## src/hw/rtl/wsc_pkg.sv

```systemverilog
// wake-up schedule coalescer: shared types, command and status codes, divider constants
// no dependencies; imported by every module of the block
`timescale 1ns / 1ps

package wsc_pkg;

	// field widths
	localparam int TIME_W  = 48;
	localparam int ID_W    = 64;
	localparam int DELAY_W = 32;
	localparam int CMD_W   = 2;

	// millisecond values: ceil((2^TIME_W - 1) / 1000) fits in TIME_W - 9 bits
	localparam int MS_W = TIME_W - 9;

	// divide by 1000 through a reciprocal: exact for any dividend below 2^DIV_W
	localparam int DIV_W     = TIME_W + 1;
	localparam int DIV_SHIFT = DIV_W + 10;
	localparam int RECIP_W   = DIV_W + 1;
	localparam logic [127:0] RECIP_FULL = ((128'd1 << DIV_SHIFT) / 128'd1000) + 128'd1;
	localparam logic [RECIP_W-1:0] RECIP = RECIP_FULL[RECIP_W-1:0];

	// operand split for the partial products
	localparam int XL_W   = (DIV_W + 1) / 2;
	localparam int XH_W   = DIV_W - XL_W;
	localparam int ML_W   = (RECIP_W + 1) / 2;
	localparam int MH_W   = RECIP_W - ML_W;
	localparam int PROD_W = DIV_W + RECIP_W;

	// rounding bias for the deadline ceiling
	localparam logic [DIV_W-1:0] CEIL_BIAS = DIV_W'(999);

	// command codes
	localparam logic [CMD_W-1:0] CMD_UPDATE   = 2'd0;
	localparam logic [CMD_W-1:0] CMD_COMPLETE = 2'd1;
	localparam logic [CMD_W-1:0] CMD_RESET    = 2'd2;

	// status codes
	localparam logic STATUS_ISSUED    = 1'b0;
	localparam logic STATUS_EXHAUSTED = 1'b1;

	// reset values
	localparam logic [DELAY_W-1:0] MAX_DELAY_RST = DELAY_W'(60000);
	localparam logic [ID_W-1:0]    FIRST_ID      = ID_W'(1);

	// request transaction
	typedef struct packed {
		logic [CMD_W-1:0]  command;
		logic              output_pending;
		logic              deadline_valid;
		logic [TIME_W-1:0] deadline_us;
		logic [TIME_W-1:0] now_us;
		logic [ID_W-1:0]   complete_id;
	} req_t;

	// response transaction
	typedef struct packed {
		logic               status;
		logic [ID_W-1:0]    request_id;
		logic               delay_valid;
		logic [DELAY_W-1:0] delay_ms;
	} rsp_t;

	// item control carried alongside the divider pipeline
	typedef struct packed {
		logic [CMD_W-1:0] command;
		logic             output_pending;
		logic             deadline_valid;
		logic [ID_W-1:0]  complete_id;
	} ctl_t;

endpackage

```

## src/hw/rtl/wsc_core.sv

```systemverilog
// schedule state and the per-item decision: coalesce, issue, cancel, complete
// depends on wsc_pkg for types and codes
`timescale 1ns / 1ps

module wsc_core (
	input  logic                        clk,
	input  logic                        arst_n,
	input  logic                        fire,
	input  wsc_pkg::ctl_t               ctl,
	input  logic [wsc_pkg::MS_W-1:0]    dl_ms,
	input  logic [wsc_pkg::MS_W-1:0]    now_ms,
	input  logic [wsc_pkg::DELAY_W-1:0] max_delay,
	output logic                        emit,
	output wsc_pkg::rsp_t               res
);
	import wsc_pkg::*;

	localparam int CMP_W = (MS_W > DELAY_W) ? MS_W : DELAY_W;

	logic [ID_W-1:0] next_id_q;
	logic [ID_W-1:0] pending_id_q;
	logic            immediate_q;
	logic            saved_dv_q;
	logic [MS_W-1:0] saved_dl_q;

	logic            is_update;
	logic [MS_W-1:0] dl_eff;
	logic            same_dl;
	logic            pending;
	logic            skip;
	logic            exhausted;
	logic            issue;
	logic            has_delay;
	logic [MS_W-1:0] diff;
	logic [CMP_W-1:0] diff_w;
	logic [CMP_W-1:0] max_w;
	logic [DELAY_W-1:0] delay;
	logic            clear;

	// coalescing check
	always_comb begin
		is_update = (ctl.command == CMD_UPDATE);
		dl_eff    = ctl.deadline_valid ? dl_ms : '0;
		same_dl   = (ctl.deadline_valid == saved_dv_q) &&
			(!ctl.deadline_valid || (dl_eff == saved_dl_q));
		pending   = (pending_id_q != '0);
		skip      = (pending && ((ctl.output_pending && immediate_q) ||
			(!ctl.output_pending && !immediate_q && same_dl))) ||
			(!ctl.output_pending && !ctl.deadline_valid && !pending);
		exhausted = (next_id_q == '1);
		emit      = is_update && !skip;
		issue     = emit && !exhausted;
		has_delay = ctl.output_pending || ctl.deadline_valid;
	end

	// delay: 0 if output waits or no deadline, else clamped time to deadline
	always_comb begin
		diff   = dl_eff - now_ms;
		diff_w = CMP_W'(diff);
		max_w  = CMP_W'(max_delay);
		delay  = '0;
		if (!ctl.output_pending && ctl.deadline_valid && (dl_eff > now_ms)) begin
			if (diff_w > max_w) begin
				delay = max_delay;
			end else begin
				delay = diff_w[DELAY_W-1:0];
			end
		end
	end

	// result fields
	always_comb begin
		res = '0;
		if (exhausted) begin
			res.status = STATUS_EXHAUSTED;
		end else begin
			res.status      = STATUS_ISSUED;
			res.request_id  = next_id_q;
			res.delay_valid = has_delay;
			res.delay_ms    = delay;
		end
	end

	// complete with a matching id, or an explicit reset of the pending request
	assign clear = ((ctl.command == CMD_COMPLETE) && (ctl.complete_id == pending_id_q)) ||
		(ctl.command == CMD_RESET);

	// schedule state
	always_ff @(posedge clk or negedge arst_n) begin
		if (!arst_n) begin
			next_id_q    <= FIRST_ID;
			pending_id_q <= '0;
			immediate_q  <= 1'b0;
			saved_dv_q   <= 1'b0;
			saved_dl_q   <= '0;
		end else if (fire) begin
			if (issue) begin
				next_id_q    <= next_id_q + ID_W'(1);
				pending_id_q <= has_delay ? next_id_q : '0;
				immediate_q  <= ctl.output_pending;
				saved_dv_q   <= ctl.deadline_valid;
				saved_dl_q   <= dl_eff;
			end else if (clear) begin
				pending_id_q <= '0;
				immediate_q  <= 1'b0;
				saved_dv_q   <= 1'b0;
				saved_dl_q   <= '0;
			end
		end
	end

endmodule
```

## config.mk

```make
export PLATFORM = sky130hd
export DESIGN_NAME = wsc_core
export DESIGN_NICKNAME = d
export VERILOG_FILES = /design/src/hw/rtl/wsc_pkg.sv /design/src/hw/rtl/wsc_core.sv
export SDC_FILE = /design/constraint.sdc
export NUM_CORES = 1
export LEC_CHECK = 0
export BUFFER_PORTS_ARGS = -buffer_cell sky130_fd_sc_hd__buf_2
export CAP_MARGIN = 20
export CORE_MARGIN = 3
export CORE_UTILIZATION = 30
export CTS_CLUSTER_DIAMETER = 100
export CTS_CLUSTER_SIZE = 25
export DETAILED_ROUTE_END_ITERATION = 6
export PLACE_DENSITY_LB_ADDON = 0.25
export SLEW_MARGIN = 20
export SYNTH_ARGS = -nofsm -noshare
export SYNTH_HDL_FRONTEND = slang
export SYNTH_SLANG_ARGS = --single-unit
```

## constraint.sdc

```tcl
create_clock -name clk -period 5.4 [get_ports clk]
set_clock_uncertainty 0.05 [all_clocks]
set_input_delay 0.27 -clock clk [delete_from_list [all_inputs] [get_ports clk]]
set_output_delay 0.27 -clock clk [all_outputs]
set_load 0.02 [all_outputs]
```

After elaboration in Yosys (flattened, before gate mapping):

Cells that the tools add are included.

* logic and storage cells: 56
* bits in registers: 169
* output and inout port bits: 99
* bits of input ports: 181

* magnitude comparators: 2
* eq/ne operators: 6
* add/subtract/negate cells: 2
* multiplexer cells: 13
* reductions and logical operators: 28

Operators by type and width (count)
* two-way mux 64 bit: 3
* two-way mux 39 bit: 3
* two-way mux 97 bit: 1
* adder 64 x 1 -> 64 bit (second input constant): 1
* equality test 64 bit: 1
* equality test 64 bit (second input constant): 1
* two-way mux 32 bit: 2
* nonzero test 64 bit: 1
* equality test 39 bit: 1
* > comparator 39 x 32 -> 1 bit: 1
* > comparator 39 bit: 1
* subtractor 39 bit: 1
* logical AND 1 bit: 12
* logical NOT 1 bit: 6
* logical OR 1 bit: 5
* two-way mux 1 bit: 4
* AND reduction 2 bit: 2
* equality test 2 x 1 -> 1 bit (second input constant): 1
* equality test 2 bit (second input constant): 1
* logical NOT 2 bit: 1
* nonzero test 2 bit: 1
* equality test 1 bit: 1

Longest topological paths before layout:

Gate-level depths: netlist (run 1).

* word-level depth: 13
* mapped depth: 27
* mapped depth without buffers: 22

Worst setup path before layout (run 1):

OpenSTA, ideal clock, no wires.

* path type: input-to-output
* start point: input port ctl[64] in the netlist's numbering
* end point: output port res[2] in the netlist's numbering
* setup slack: -0.463 ns
* arrival time: 5.543 ns
* required time: 5.080 ns
* stages: 26
* buffers on the path: 5
* path through: clkbuf_1 -> buf_2 -> clkbuf_1 -> clkbuf_1 -> nand2_1 -> ha_1 -> fa_1 -> nor2b_1 -> o31a_1 -> a41oi_2 -> o31ai_1 -> nor3b_1 -> a311oi_1 -> xnor2_1 -> ha_1 -> and4_1 -> nand2_1 -> nor4_1 -> o21ai_0 -> a31oi_1 -> o221ai_1 -> and4_1 -> o2111ai_1 -> nor2_1 -> buf_2 -> o21ai_0

RTL lines
* start, declared: line wsc_core.sv:9 `input wsc_pkg::ctl_t ctl,`
* end, declared: line wsc_core.sv:14 `output wsc_pkg::rsp_t res`

==> results.sh, run 1 <==
export IMPL_clock_sink_count=169
export IMPL_hold_viol=0
export IMPL_hold_end="saved_dl_q[21]"
export IMPL_drive_gt1_frac=0.283
export IMPL_synth_edf_count=0
export IMPL_gr_usage_all_layers=0.212
export IMPL_htree_levels=4
export IMPL_core_area_um2=42300
export IMPL_synth_cells=1502
export IMPL_die_y_um=214
export IMPL_cts_tree="done"
export IMPL_hp_class="input port to flip-flop"
export IMPL_die_area_um2=45700
export IMPL_routed_wl_mm=49.9
export IMPL_area_growth_pct=31.6
export IMPL_fmaxAchievable_mhz=193
export IMPL_fin_crit_sh=0.961
export IMPL_fillers=4324
export IMPL_async_flop_share=1.00
export IMPL_fp_dieW_um=214
export IMPL_cp_arrival_ns=4.87
export IMPL_min_from="dl_ms[21]"
export IMPL_portBuffers=279
export IMPL_syn_area_um2=13000
export IMPL_design_area_um2=17100
export IMPL_gp_congestion=0.898
export IMPL_drtIter0Drc=877
export IMPL_maxCapViolCount=0
export IMPL_leakagePower_nw=8.24
export IMPL_cp_required_ns=5.08
export IMPL_route_antenna_remaining_nets=0
export IMPL_clk_pin_slew_ns=0.06
export IMPL_finalSetupViolCount=0
export IMPL_rows=75
export IMPL_worstReg2RegStart="pending_id_q[2]"
export IMPL_r2r_cells=10
export IMPL_seqCellArea_um2=4230
export IMPL_whs_ns=0.0961
export IMPL_post_route_min_period_ns=5.19
export IMPL_final_cells=2405
export IMPL_vias_per_cell=5.32
export IMPL_worst_slew_pin_transition_ns=1.06
export IMPL_hold_depth=2
export IMPL_ys_ff_latch=169
export IMPL_place_area_um2=15700
export IMPL_avgSynthCellArea_um2=8.63
export IMPL_place_ws_ns=-0.271
export IMPL_grt_pass1_vias=12700
export IMPL_ios=280
export IMPL_antenna_found_initial=5
export IMPL_initial_core_util=0.306
export IMPL_rr_endpoint="pending_id_q[31]"
export IMPL_setup_slack_ns=0.210
export IMPL_critPathMaxFanout=28
export IMPL_grt_pass1_wl_mm=74.5
export IMPL_dpl_cell_count=2354
export IMPL_firstDrtPassIters=5
export IMPL_drv_slew=0
export IMPL_synth_fp_nets=1757
export IMPL_yosysSeqAreaShare=0.326
export IMPL_clockBufferDepth=2
export IMPL_multi_input_area_um2=8650
export IMPL_wl_per_cell_um=20.7
export IMPL_grt_ovfl_total=0
export IMPL_clock_latency_ns=0.43
export IMPL_critPathCaptureType="output port"
export IMPL_synth_main_ff_cell="dfrtp_1"
export IMPL_finalPower_mw=3.82
export IMPL_synth_warnings=0
export IMPL_crit_type="input port to output port"
export IMPL_yosysUniqueCellTypes=78
export IMPL_p_per_area_nw_per_um2=224
export IMPL_cts_made_buffers=17
export IMPL_grt_max_degree=71
export IMPL_dp_final_hpwl_mm=39.5
export IMPL_ir_drop_uv=227
export IMPL_post_route_drc_count=0
export IMPL_via_count=12800
export IMPL_cts_root_buf="clkbuf_16"
export IMPL_nets=2068
export IMPL_status="finished, final reports clean"
export IMPL_r2r_setup_slack_ns=0.98
export IMPL_slew_headroom=0.287
export IMPL_worst_setup_path_start_kind="input port"
[synthesized netlist by cell type (40+ instances only)]
master / number / area share
dfrtp_1: 168 / 0.32
inv_1: 129 / 0.037
a22o_1: 106 / 0.072
nand2_1: 105 / 0.030
xnor2_1: 97 / 0.066
nand4_1: 79 / 0.038
ha_1: 73 / 0.070
o21ai_0: 71 / 0.027
nor2_1: 68 / 0.020
nor2b_1: 65 / 0.031
a21oi_1: 59 / 0.023
xor2_1: 57 / 0.039
and2_1: 40 / 0.019
[through the flow]
step	utilization	TNS, ns
finish	0.403	0
detailed placement	0.371	-7.96
CTS	0.389	0
floorplan	-	0
global placement	0.371	-4.87
global route	0.403	-0.000623
[power breakdown]
group	internal, mW	switching, mW
sequential	1.34	0.103
combinational	0.488	0.655
clock	0.732	0.508
total	2.56	1.27
[layout by cell type, fill, tap and decap left out, types with 12 or more instances in the layout]
| master | netlist | final |
|---|---|---|
| buf_6 | 2 | 24 |
| a2bb2oi_1 | 12 | 12 |
| xnor2_1 | 97 | 91 |
| o21ai_0 | 71 | 31 |
| nand4_1 | 79 | 79 |
| dfrtp_1 | 168 | 168 |
| a22o_1 | 106 | 106 |
| nand3_1 | 37 | 36 |
| nor3_1 | 27 | 25 |
| xor2_1 | 57 | 56 |
| nand2_1 | 105 | 102 |
| nor2b_1 | 65 | 63 |
| inv_1 | 129 | 129 |
| a21o_1 | 19 | 19 |
| ha_1 | 73 | 61 |
| and3_1 | 17 | 16 |
| clkbuf_16 | 0 | 19 |
| nor4_1 | 33 | 31 |
| nor2_1 | 68 | 65 |
| a31oi_1 | 15 | 13 |
| a21oi_1 | 59 | 48 |
| buf_4 | 2 | 81 |
| buf_2 | 32 | 252 |
| o21ai_4 | 0 | 30 |
| and2_1 | 40 | 39 |
[cell type report]
type / count / share of cell area
Timing Repair Buffer: 368 / 0.138
Multi-Input combinational cell: 1127 / 0.507
Inverter: 130 / 0.0286
Sequential cell: 169 / 0.248
Antenna cell: 3 / 0.000440
Clock inverter: 9 / 0.00682
Tap cell: 577 / 0.0423
Clock buffer: 22 / 0.0284
[state kept, by name, indices dropped and copies added (netlist names)]
signal	flops
next_id_q	64
saved_dv_q	1
pending_id_q	64
saved_dl_q	39
immediate_q	1
[logic make-up (layout without fill, tap and decap cells)]
family	count (synthesis)	count (layout)	synth area share
AND/OR/NAND/NOR	528	528	0.227
flip-flops	169	169	0.326
XOR/XNOR	154	154	0.104
other	0	3	0
adder cells (fa/ha/maj)	74	74	0.0720
AO/OA/AOI/OAI	369	369	0.204
multiplexers	2	2	0.00174
buffers and inverters	206	529	0.0645
[timing repair]
action / in CTS / in global routing
hold endpoints to repair: 53 / 0
pin swaps: 4 / 35
resized for setup: 16 / 122
setup endpoints to repair: 32 / 32
cloned: 1 / 2
hold buffers: 1 / 0
buffers inserted: 5 / 10
[worst max path at each step]
stage	startpoint	end	slack, ns	depth (start not counted)
finish	ctl[64]	res[18]	0.21	25
global placement	ctl[64]	res[31]	-0.18	25
global route	ctl[64]	res[15]	-0.0006	26
CTS	ctl[64]	res[11]	0.006	24
detailed placement	ctl[64]	res[4]	-0.27	25
floorplan	ctl[64]	res[0]	0.02	26
[critical path: stages]
cell and delay (ns):
buf_12 0.11, buf_6 0.13, buf_12 0.16, and2_1 0.14, ha_1 0.36, a21o_1 0.25
nor3_2 0.28, o2bb2ai_1 0.21, a31oi_4 0.07, buf_4 0.16, xor2_1 0.16, ha_1 0.34
and4_4 0.25, nand2_4 0.07, nor4_4 0.30, o21ai_2 0.12, a31oi_2 0.18, o221ai_2 0.13
nor4bb_4 0.17, o2111ai_2 0.30, nor2_4 0.08, buf_6 0.16, clkbuf_16 0.17, o21ai_4 0.15
buf_6 0.13
[per-layer routing]
metal,vias to the layer above,wire (µm),share of wire,global-route usage
met5,-,32,0.00064,0
met4,4,1300,0.026,0.0654
met3,69,3190,0.064,0.0296
met2,449,22900,0.46,0.334
met1,6216,22400,0.45,0.301
li1,6067,-,-,-
Note: power is estimated with default switching activity, not from simulation.
==> run 2: changes to the inputs <==
Settings changed: RECOVER_POWER set to 100.
==> run 2 against run 1 <==
The run now ends with max-capacitance violations, max-slew violations left; first-iteration DRC count up 3.0%; critical path depth unchanged; combinational power about the same; critical path type unchanged; register-to-register slack worse by 0.58 ns; hold slack worse by 0.0024 ns; via count up 0.12%; largest cell class unchanged; total power down 0.31%; setup slack worse by 0.00074 ns; sequential power about the same; final cell count unchanged; global-route usage unchanged.
==> results.sh, run 2 (synthesis results as in run 1) <==
export IMPL_portBuffers=279
export IMPL_grtUsageMet1=0.301
export IMPL_worstReg2RegStart="pending_id_q[2]"
export IMPL_worst_slew_pin_transition_ns=3.09
export IMPL_clock_sink_count=169
export IMPL_maxCapViolCount=2
export IMPL_clk_pin_slew_ns=0.06
export IMPL_reg_largest_list="next_id_q: 64 flops, pending_id_q: 64 flops, saved_dl_q: 39 flops"
export IMPL_die_y_um=214
export IMPL_gr_usage_all_layers=0.212
export IMPL_design_area_um2=16800
export IMPL_leakagePower_nw=7.92
export IMPL_min_from="dl_ms[21]"
export IMPL_gp_congestion=0.898
export IMPL_grtUsageMet2=0.334
export IMPL_via_count=12800
export IMPL_tns_ns=0
export IMPL_grt_ovfl_total=0
export IMPL_vias_per_cell=5.33
export IMPL_drtIter0Drc=903
export IMPL_met3_usage=0.0296
export IMPL_initial_core_util=0.306
export IMPL_nets=2068
export IMPL_grt_pass1_vias=12700
export IMPL_cts_root_buf="clkbuf_16"
export IMPL_post_route_drc_count=0
export IMPL_fin_util=0.398
export IMPL_finalSetupViolCount=0
export IMPL_grt_busiest_layer="met2"
export IMPL_rows=75
export IMPL_fmaxAchievable_mhz=193
export IMPL_cts_tree="done"
export IMPL_cp_required_ns=5.08
export IMPL_wl_per_cell_um=20.8
export IMPL_dpl_cell_count=2354
export IMPL_cp_arrival_ns=4.87
export IMPL_slew_headroom=-1.06
export IMPL_htree_levels=4
export IMPL_whs_ns=0.0937
export IMPL_hold_viol=0
export IMPL_hp_class="input port to flip-flop"
export IMPL_status="finished, violations left"
export IMPL_critPathMaxFanout=28
export IMPL_p_per_area_nw_per_um2=226
export IMPL_fillers=4392
export IMPL_grt_max_degree=71
export IMPL_ir_drop_uv=229
export IMPL_dp_final_hpwl_mm=39.5
export IMPL_routed_wl_mm=50.0
export IMPL_place_area_um2=15700
export IMPL_layout_commonest_cell="buf_2"
export IMPL_drv_slew=125
export IMPL_fp_dieW_um=214
export IMPL_worst_setup_path_start_kind="input port"
export IMPL_firstDrtPassIters=5
export IMPL_crit_type="input port to output port"
export IMPL_antenna_found_initial=5
export IMPL_grt_pass1_wl_mm=74.5
export IMPL_clock_latency_ns=0.43
export IMPL_clockBufferDepth=2
export IMPL_die_area_um2=45700
export IMPL_fin_crit_sh=0.961
export IMPL_final_cells=2405
export IMPL_ios=280
export IMPL_startpoint="ctl[64]"
export IMPL_route_antenna_remaining_nets=0
export IMPL_violations="max-capacitance violations, max-slew violations"
export IMPL_rsz0062_at_grt="no"
export IMPL_cts_made_buffers=17
export IMPL_post_route_min_period_ns=5.19
export IMPL_core_area_um2=42300
export IMPL_area_growth_pct=29.8
export IMPL_drive_gt1_frac=0.239
export IMPL_final_cell_mix="184 x buf_2, 168 x dfrtp_1, 130 x inv_1, 106 x a22o_1, 103 x nand2_1"
export IMPL_critPathCaptureType="output port"
==> run 2: cell types whose count changed in the layout (fill, tap and decap cells not counted), sizes merged <==
| cell | change |
|---|---|
| buf | -77 |
| clkbuf | +77 |
==> run 2: metal layers <==
metal  part of all wire  wire, µm
met1               0.46     22900
met2               0.46     22900
met3              0.059      2960
met4              0.026      1300
met5            0.00062        31
==> run 2: cell type report <==
class,count,area [µm²],share of cell area
Antenna cell,3,7.51,0.000446
Sequential cell,169,4230,0.251
Inverter,130,488,0.0290
Clock buffer,22,484,0.0288
Multi-Input combinational cell,1127,8560,0.509
Timing Repair Buffer,368,2220,0.132
Tap cell,577,722,0.0429
Clock inverter,9,116,0.00692
==> run 2: repair_timing <==
item                       4_1_cts  5_1_grt
gates resized for setup         16      122
cloned                           1        2
pin swaps                        4       35
hold buffers                     1        0
setup endpoints to repair       32       32
setup buffers                    5       10
hold endpoints to repair        53        0
==> run 2: worst max-delay path, stage by stage <==
cell and delay [ns]:
buf_12 0.11, buf_6 0.13, buf_12 0.16, and2_1 0.14, ha_1 0.36, a21o_1 0.25
nor3_2 0.28, o2bb2ai_1 0.21, a31oi_4 0.07, buf_4 0.16, xor2_1 0.15, ha_1 0.34
and4_4 0.25, nand2_4 0.07, nor4_4 0.30, o21ai_2 0.12, a31oi_2 0.17, o221ai_2 0.13
nor4bb_4 0.17, o2111ai_2 0.30, nor2_4 0.08, buf_6 0.16, clkbuf_16 0.17, o21ai_4 0.14
buf_4 0.16
==> run 2: path summary, 6_finish.rpt <==
check / slack, ns / cells after the start / endpoint
min: 0.09 / 2 / saved_dl_q[21]
max in group asynchronous: 1.01 / 3 / pending_id_q[1]
min in group asynchronous: 1.35 / 2 / pending_id_q[34]
min reg2reg: 0.45 / 1 / saved_dl_q[33]
max reg2reg: 0.40 / 11 / pending_id_q[7]
max: 0.21 / 25 / res[18]
==> run 2: report_power, final <==
part	total [mW]	internal [mW]	switching, mW
combinational	1.13	0.479	0.650
sequential	1.44	1.34	0.103
clock	1.24	0.731	0.510
==> run 2: through the flow <==
| step | power (mW) | setup WS, ns |
|---|---|---|
| global route | 4.01 | 0.00310 |
| global placement | 2.51 | -0.179 |
| floorplan | 2.06 | 0.0241 |
| detailed placement | 2.51 | -0.271 |
| CTS | 3.78 | 0.00561 |
| finish | 3.81 | 0.209 |
==> run 3: changes to the inputs <==
Settings changed: CORE_ASPECT_RATIO set to 0.5, PLACE_DENSITY_LB_ADDON 0.25 to not set.
==> run 3 against run 2 <==
The flow still finishes with violations (max-capacitance violations, max-slew violations); register-to-register slack worse by 0.06 ns; non-clock buffer count did not move; global-route usage fell by 1.4 points; first-iteration DRC count up 24%; setup slack improved by 0.015 ns; cell area fell by 0.48%; final cell count about the same; via count decreased by 0.97%; sequential cell count did not move; wire length is 5.0% lower; largest cell class unchanged; largest power group unchanged.
==> results.sh, run 3 (synthesis results as in run 1) <==
export IMPL_status="finished, violations left"
export IMPL_violations="max-capacitance violations, max-slew violations"
export IMPL_die_area_um2=45900
export IMPL_initial_core_util=0.306
export IMPL_grtUsageMet1=0.244
export IMPL_nets=2068
export IMPL_final_cells=2403
export IMPL_clockBufferDepth=2
export IMPL_antenna_found_initial=1
export IMPL_drtIter0Drc=1118
export IMPL_via_count=12700
export IMPL_met3_usage=0.0244
export IMPL_reg_largest_list="next_id_q: 64 flops, pending_id_q: 64 flops, saved_dl_q: 39 flops"
export IMPL_fmaxAchievable_mhz=193
export IMPL_grt_pass1_wl_mm=71.6
export IMPL_slew_headroom=-0.655
export IMPL_cts_tree="done"
export IMPL_leakagePower_nw=7.90
export IMPL_route_antenna_remaining_nets=0
export IMPL_worst_path_most_repeated_cell="buf_4"
export IMPL_finalSetupViolCount=0
export IMPL_firstDrtPassIters=5
export IMPL_drive_gt1_frac=0.232
export IMPL_cp_required_ns=5.08
export IMPL_ios=280
export IMPL_cts_root_buf="clkbuf_16"
export IMPL_post_route_min_period_ns=5.18
export IMPL_maxCapViolCount=3
export IMPL_portBuffers=279
export IMPL_seqCellArea_um2=4230
export IMPL_gr_usage_all_layers=0.198
export IMPL_crit_type="input port to output port"
export IMPL_core_area_um2=42300
export IMPL_critPathCaptureType="output port"
export IMPL_post_route_drc_count=0
export IMPL_drv_slew=126
export IMPL_dpl_cell_count=2347
export IMPL_cpPeakStageDelay_ns=0.33
export IMPL_critPathMaxFanout=11
export IMPL_ir_drop_uv=229
export IMPL_fp_dieW_um=300
export IMPL_clock_latency_ns=0.43
export IMPL_dp_final_hpwl_mm=37.5
export IMPL_p_per_area_nw_per_um2=232
export IMPL_hp_class="input port to flip-flop"
export IMPL_grtUsageMet2=0.344
export IMPL_layout_commonest_cell="buf_2"
export IMPL_wl_per_cell_um=19.8
export IMPL_slowest_stage="ha_1"
export IMPL_cts_made_buffers=17
export IMPL_final_cell_mix="183 x buf_2, 168 x dfrtp_1, 130 x inv_1, 106 x a22o_1, 105 x nand2_1"
export IMPL_hold_viol=0
export IMPL_grt_pass1_vias=12400
export IMPL_cp_arrival_ns=4.86
export IMPL_worst_slew_pin_transition_ns=2.48
export IMPL_die_y_um=153
export IMPL_fillers=4334
export IMPL_fin_crit_sh=0.958
export IMPL_fin_util=0.396
export IMPL_grt_busiest_layer="met2"
export IMPL_tns_ns=0
export IMPL_rows=53
export IMPL_multi_input_area_um2=8500
export IMPL_clk_pin_slew_ns=0.07
export IMPL_vias_per_cell=5.28
export IMPL_worst_setup_path_start_kind="input port"
export IMPL_htree_levels=4
export IMPL_grt_ovfl_total=0
export IMPL_routed_wl_mm=47.5
export IMPL_grt_max_degree=79
export IMPL_area_growth_pct=29.2
export IMPL_gp_congestion=0.922
export IMPL_clock_sink_count=169
[run 3: cell types whose count changed in the layout (fill, tap and decap cells not counted), moves of 4 or more]
cell / delta
inv_6: +5
clkbuf_8: -4
buf_4: +11
a21oi_2: -4
buf_6: -10
ha_2: -4
clkinv_4: -4
ha_1: +5
a21oi_1: +4
[run 3: routing by layer]
| layer | share of wire | up-vias |
|---|---|---|
| li1 | - | 6054 |
| met1 | 0.42 | 6154 |
| met2 | 0.49 | 385 |
| met3 | 0.040 | 103 |
| met4 | 0.047 | 0 |
| met5 | 0 | - |
[run 3: cell type report]
cell class | instances | area share
Timing Repair Buffer | 368 | 0.129
Antenna cell | 1 | 0.000149
Inverter | 130 | 0.0291
Clock buffer | 18 | 0.0256
Sequential cell | 169 | 0.253
Tap cell | 577 | 0.0431
Clock inverter | 13 | 0.0124
Multi-Input combinational cell | 1127 | 0.508
[run 3: worst paths after layout]
kind	startpoint	endpoint	slack [ns]	depth (start not counted)
max in group asynchronous	arst_n	saved_dl_q[32]	1.20	3
min in group asynchronous	arst_n	next_id_q[27]	1.10	2
worst min-delay path	dl_ms[24]	saved_dl_q[24]	0.07	2
worst min register to register	next_id_q[59]	pending_id_q[59]	0.44	1
worst max register to register	pending_id_q[34]	pending_id_q[8]	0.34	11
worst max-delay path	ctl[64]	res[4]	0.22	27
[run 3: critical path, delay by kind of cell]
kind                     cells  cell delay [ns]
AO/OA/AOI/OAI                9             1.72
XOR/XNOR                     1             0.10
AND/OR/NAND/NOR              9             1.27
adder cells (fa/ha/maj)      2             0.57
buffers and inverters        6             0.92
[run 3: where the power goes]
group	internal (mW)	switching (mW)	leakage, nW
clock network	0.788	0.547	0.307
logic	0.482	0.623	5.29
registers	1.34	0.109	2.31
[run 3: stage by stage]
step	power, mW	setup slack (ns)	instance area (µm²)	hold slack (ns)
final	3.88	0.224	16700	0.0664
after global routing	4.08	-0.0280	16700	0.0514
after CTS	3.85	0.00177	16400	0.0455
after detailed placement	2.48	-0.183	15700	0.173
after global placement	2.48	0.0191	15700	0.170
after floorplan	2.06	0.0241	13300	-0.0756
[run 3: what timing repair did]
action / in CTS / in global routing
hold buffers: 1 / 0
resized for setup: 9 / 87
hold endpoints to repair: 44 / 0
gates cloned: 1 / 3
endpoints found under the setup margin: 32 / 32
pin swaps: 4 / 31
buffers inserted: 8 / 11
